==> config.mk <==
export PLATFORM = sky130hd
export DESIGN_NAME = sult_cell
export DESIGN_NICKNAME = d
export VERILOG_FILES = /design/src/rtl/sorted_unique_list_table_defines.svh /design/src/rtl/sult_pkg.sv /design/src/rtl/sult_cell.sv
export SDC_FILE = /design/constraint.sdc
export NUM_CORES = 1
export LEC_CHECK = 0
export ABC_AREA = 1
export BUFFER_PORTS_ARGS = -buffer_cell sky130_fd_sc_hd__clkbuf_2
export CAP_MARGIN = 20
export CORE_ASPECT_RATIO = 1.75
export CORE_MARGIN = 2
export CORE_UTILIZATION = 30
export CTS_CLUSTER_DIAMETER = 50
export DETAILED_ROUTE_END_ITERATION = 6
export PLACE_DENSITY = 0.68
export SLEW_MARGIN = 30
export SYNTH_ARGS = -nofsm -noshare
export SYNTH_HDL_FRONTEND = slang
export SYNTH_SLANG_ARGS = --single-unit
==> constraint.sdc <==
create_clock -name clk -period 2.75 [get_ports clk]
set_clock_uncertainty 0.1 [all_clocks]
set_input_delay 0.1375 -clock clk [delete_from_list [all_inputs] [get_ports clk]]
set_output_delay 0.1375 -clock clk [all_outputs]
set_load 0.005 [all_outputs]
==> src/rtl/sorted_unique_list_table_defines.svh <==
// Assertion macros used by the sorted list table top level
`ifndef SORTED_UNIQUE_LIST_TABLE_DEFINES_SVH
`define SORTED_UNIQUE_LIST_TABLE_DEFINES_SVH

`ifndef ASSERT_OFF
// property must hold at every edge outside reset
`define SULT_ASSERT(lbl, prop, msg) \
	lbl: assert property (@(posedge clk) disable iff (!arst_n) (prop)) else $error(msg);
// condition must never be true outside reset
`define SULT_NEVER(lbl, expr, msg) \
	lbl: assert property (@(posedge clk) disable iff (!arst_n) !(expr)) else $error(msg);
// antecedent implies consequent on the next edge
`define SULT_NEXT(lbl, ante, cons, msg) \
	lbl: assert property (@(posedge clk) disable iff (!arst_n) (ante) |=> (cons)) \
		else $error(msg);
`else
`define SULT_ASSERT(lbl, prop, msg)
`define SULT_NEVER(lbl, expr, msg)
`define SULT_NEXT(lbl, ante, cons, msg)
`endif

`endif

==> src/rtl/sult_pkg.sv <==
// Types and constants of the sorted list table
`default_nettype none
package sult_pkg;

	localparam int CAPACITY = 64;
	localparam int VAL_W    = 32;
	localparam int POS_W    = 6;
	localparam int ENTRY_W  = 7;
	// count holds 0..CAPACITY
	localparam int CNT_W    = $clog2(CAPACITY + 1);
	localparam int CMP_W    = (CNT_W > POS_W) ? CNT_W : POS_W;

	typedef enum logic [1:0] {
		OP_INSERT = 2'd0,
		OP_REMOVE = 2'd1,
		OP_READ   = 2'd2,
		OP_SEARCH = 2'd3
	} op_t;

	typedef enum logic [2:0] {
		ST_OK        = 3'd0,
		ST_DUPLICATE = 3'd1,
		ST_EMPTY     = 3'd2,
		ST_BADPOS    = 3'd3,
		ST_NOTFOUND  = 3'd4,
		ST_FULL      = 3'd5
	} status_t;

	typedef struct packed {
		op_t                      operation;
		logic signed [VAL_W-1:0]  value;
		logic [POS_W-1:0]         position;
	} req_t;

	typedef struct packed {
		status_t                  status;
		logic signed [VAL_W-1:0]  read_value;
		logic [POS_W-1:0]         found_position;
		logic [ENTRY_W-1:0]       entry_count;
	} rsp_t;

	// per-cell load selection
	typedef struct packed {
		logic load_new;
		logic take_prev;
		logic take_next;
	} cell_cmd_t;

	// per-cell compare against the beat's value
	typedef struct packed {
		logic lt;
		logic eq;
	} cell_flags_t;

endpackage
`default_nettype wire

==> src/rtl/sult_cell.sv <==
// One storage cell of the sorted chain: holds an entry and compares it to the key
`default_nettype none
module sult_cell (
	input  wire logic                                  clk,
	input  wire sult_pkg::cell_cmd_t                   cmd,
	input  wire logic signed [sult_pkg::VAL_W-1:0]     key,
	input  wire logic signed [sult_pkg::VAL_W-1:0]     prev_value,
	input  wire logic signed [sult_pkg::VAL_W-1:0]     next_value,
	output logic signed [sult_pkg::VAL_W-1:0]          value,
	output sult_pkg::cell_flags_t                      flags
);

	logic signed [sult_pkg::VAL_W-1:0] value_q;

	// load new key, shift up from lower neighbor, or shift down from upper one
	always_ff @(posedge clk) begin
		if (cmd.load_new) begin
			value_q <= key;
		end else if (cmd.take_prev) begin
			value_q <= prev_value;
		end else if (cmd.take_next) begin
			value_q <= next_value;
		end
	end

	// signed compare against the key
	always_comb begin
		flags.lt = (value_q < key);
		flags.eq = (value_q == key);
	end

	assign value = value_q;

endmodule
`default_nettype wire

# ---- Word level (Yosys, flattened, before mapping)
# Index checks and enable logic that the tools add are counted.
dict set report op_classes {
  magnitude_cmp 1
  n_eq_ne 1
  muxes 3
  n_reduce_logical 1
}
# op count
set op_table {}
lappend op_table {{32-bit 2-to-1 mux} 3}
lappend op_table {{32-bit equality test} 1}
lappend op_table {{32-bit less-than comparator} 1}
lappend op_table {{3-bit nonzero test} 1}
dict set report word_totals {
  reg_bits 32
  inputBits 100
  output_inout_bits 34
  wordCells 7
}

# ---- Depth between registers and ports, before layout
dict set report depth {
  depth_word 3
  ltp_mapped 15
  mapped_depth_nobuf 15
}

# ---- Worst setup path after synthesis
# OpenSTA, ideal clock, no wires.
dict set report synth_timing {
  path_kind {input to register}
  startpoint {input cmd[1] (netlist name)}
  endpoint {register value_q, in the netlist value[0] (enable)}
  setup_time_ns 0.389
  t_arrival_ns 1.216
  required_ns 2.261
  slack_ns 1.045
  cell_stages 4
  path_buffers 2
  cell_sequence {buf_2 buf_2 nor2_1 nand2_1}
}
dict set report synth_via {
  elab_chain_len 1
}
# item line
set synth_lines {}
lappend synth_lines {{from (decl)} sult_cell.sv:5} ;# input wire sult_pkg::cell_cmd_t cmd,
lappend synth_lines {{3-bit nonzero test (no line)} n/a}
lappend synth_lines {{to (signal assigned)} sult_cell.sv:18} ;# value_q <= key;
lappend synth_lines {{to (signal assigned)} sult_cell.sv:20} ;# value_q <= prev_value;
lappend synth_lines {{to (signal assigned)} sult_cell.sv:22} ;# value_q <= next_value;
lappend synth_lines {{to (decl)} sult_cell.sv:13} ;# logic signed [sult_pkg::VAL_W-1:0] value_q;
# Every way passes these cells.
# A chain may end at the register's enable or synchronous reset.

==> metrics.txt <==
total grt overflow 0; Yosys cell types 23; DP Cell Count 505; Final Max Tran Viols 0; hpwl dp 5700 um; Largest delay share family, worst path simple AND/OR/NAND/NOR gates; post-synthesis sequential area ratio 0.389; vias in the first global route 2,419; root buffer cell clkbuf_16; final worst setup slack 0.597 ns; CP bufs+invs 1; Ports 134; crit path max fanout 2; Die W 72.6 um; Sink Count 32; synthesis-stage register bit count 32; max reg flops 32; crit start category flip-flop; pwr/cell area 481 nW/um^2; CP max-delay cell edfxtp_1; vias 2,462; area taken by multi-input logic gates 1280 sq um; Initial Util 0.310; Vias/cell 4.80; Setup WS pre-CTS 0.869 ns; max_cap viols 0; Worst-path clk slew 0.06 ns; slowest stage delay, CP 0.40 ns; Max Clock Freq 0.464 GHz; post-cts sizing count 0; Design Area, Final 3350 sq um; Final nets 554; Syn Nets 424; commonest cells after routing, fill and taps aside clkbuf_2, nand2_1, a21oi_1, inv_1; filler cell count in the final layout 820; status finished, final reports clean; core area 7960 sq um; layout overhead on the synthesized area 35.5%; final setup fails 0; post-route ant nets 0; sequential cell area 961 sq um; DR WL/cell 13.8 um; RSZ-0062 raised after global routing false; Longest Clk Path Bufs 2; setup TNS 0 ns; Post-CTS Hold Buffers 0; Final min period 2.15 ns; syn_area_per_cell 8.46 sq um; Cell Chain, Critical Path ha_1, nand2_1, nand2_1, nand2_1, nand2_1, nand2_1, nand3_1, a21oi_1, nand2_1, nand2_1, nand2_1, clkbuf_2; antenna diode count 0; most common cell after layout, fill and taps aside clkbuf_2; Placed Instance Area 3210 sq um; drt drc 0; Worst Path Required 2.51 ns; CTS H-Tree Depth 2; largest net degree at the start of global routing 64; share of cells above drive strength 1 0.369; antenna violations before repair 0; Port Buffers 133; worst slew pin tran 0.603 ns; type of the worst setup path flip-flop to output port; Die H 124 um; Worst Hold Class primary input to flip-flop; 1st-pass router iterations 4; fin cells 513; post-CTS setup buffer count 0; Cell Area, Synth 2470 sq um; hold_ws 0.108 ns; ratio of final minimum period to clock period 0.783; cells after synthesis 292; first-pass GRT wire length 10,800 um; Post-Route WL 7100 um; critical path arrival 1.92 ns; crit end category output port; Yosys warning total 0; routability cong. 0.741; Lkg Pwr 1.80 nW; CTS buffer count 5; CTS tree yes; Slew headroom 0.598; Worst VDD drop 262 uV; total track usage 0.158; std cell rows 43; Die ar. 9010 sq um; 1st-iter DRT viols 110; final hold violation count 0; CP dominant cell by count nand2_1
[layer usage]
layer | wire length (um) | global-route usage | vias to the layer above | share of wire
met2 | 3880 | 0.298 | 89 | 0.55
met4 | 127 | 0.0590 | 0 | 0.018
met1 | 2690 | 0.165 | 1090 | 0.38
li1 | - | - | 1273 | -
met5 | 0 | 0 | - | 0
met3 | 402 | 0.0364 | 10 | 0.057
[metrics by stage]
stage,util,power (mW)
after floorplan,-,0.891
after global routing,0.421,1.72
after global placement,0.404,1.08
after CTS,0.421,1.64
after detailed placement,0.404,1.09
final,0.421,1.61
[power by group]
part           total (mW)  internal [mW]  leakage (nW)  switching (mW)
clock network       0.542          0.333        0.0655           0.209
registers           0.638          0.605         0.329          0.0331
logic               0.430          0.202          1.41           0.229
total                1.61           1.14          1.80           0.471
[synth_stat cells]
cell type	n	area, sq um
nand2_2	3	18.8
nor2_1	9	33.8
nand3_1	3	15.0
nand4_1	1	6.26
a21o_1	1	7.51
nor3_1	1	5.00
a21oi_1	46	230
o21ai_0	2	10.0
buf_2	11	55.1
inv_1	38	143
nand2_1	67	251
ha_1	32	400
edfxtp_1	32	961
o21a_2	1	8.76
nor2_2	2	12.5
nand4_4	1	21.3
clkbuf_1	2	7.51
buf_1	1	3.75
and3b_1	1	8.76
a22oi_1	31	233
and2_4	1	8.76
inv_2	5	18.8
nor2_4	1	11.3
[cells by family (layout without fill, tap and decap cells)]
family / after synthesis / in the layout / share of synthesized area
AND/OR/NAND/NOR: 90 / 90 / 0.159
adder cells (fa/ha/maj): 32 / 32 / 0.162
buffers and inverters: 57 / 188 / 0.0922
AO/OA/AOI/OAI: 81 / 81 / 0.198
flip-flops: 32 / 32 / 0.389
[cell type report]
cell class              instances  share of cell area
flip-flops and latches         32               0.287
well taps                      90              0.0336
clock buffers                   7              0.0396
repair buffers                137               0.208
clock inverters                 1             0.00112
inverters                      43              0.0482
multi-input cells             203               0.383
[worst paths after layout]
| path | cells past startpoint | from | end | slack [ns] |
|---|---|---|---|---|
| setup / recovery | 12 | value[17]$_DFFE_PP_ | flags[1] | 0.60 |
| hold / removal | 3 | next_value[0] | value[0]$_DFFE_PP_ | 0.11 |
Note: power is estimated with default switching activity, not from simulation.
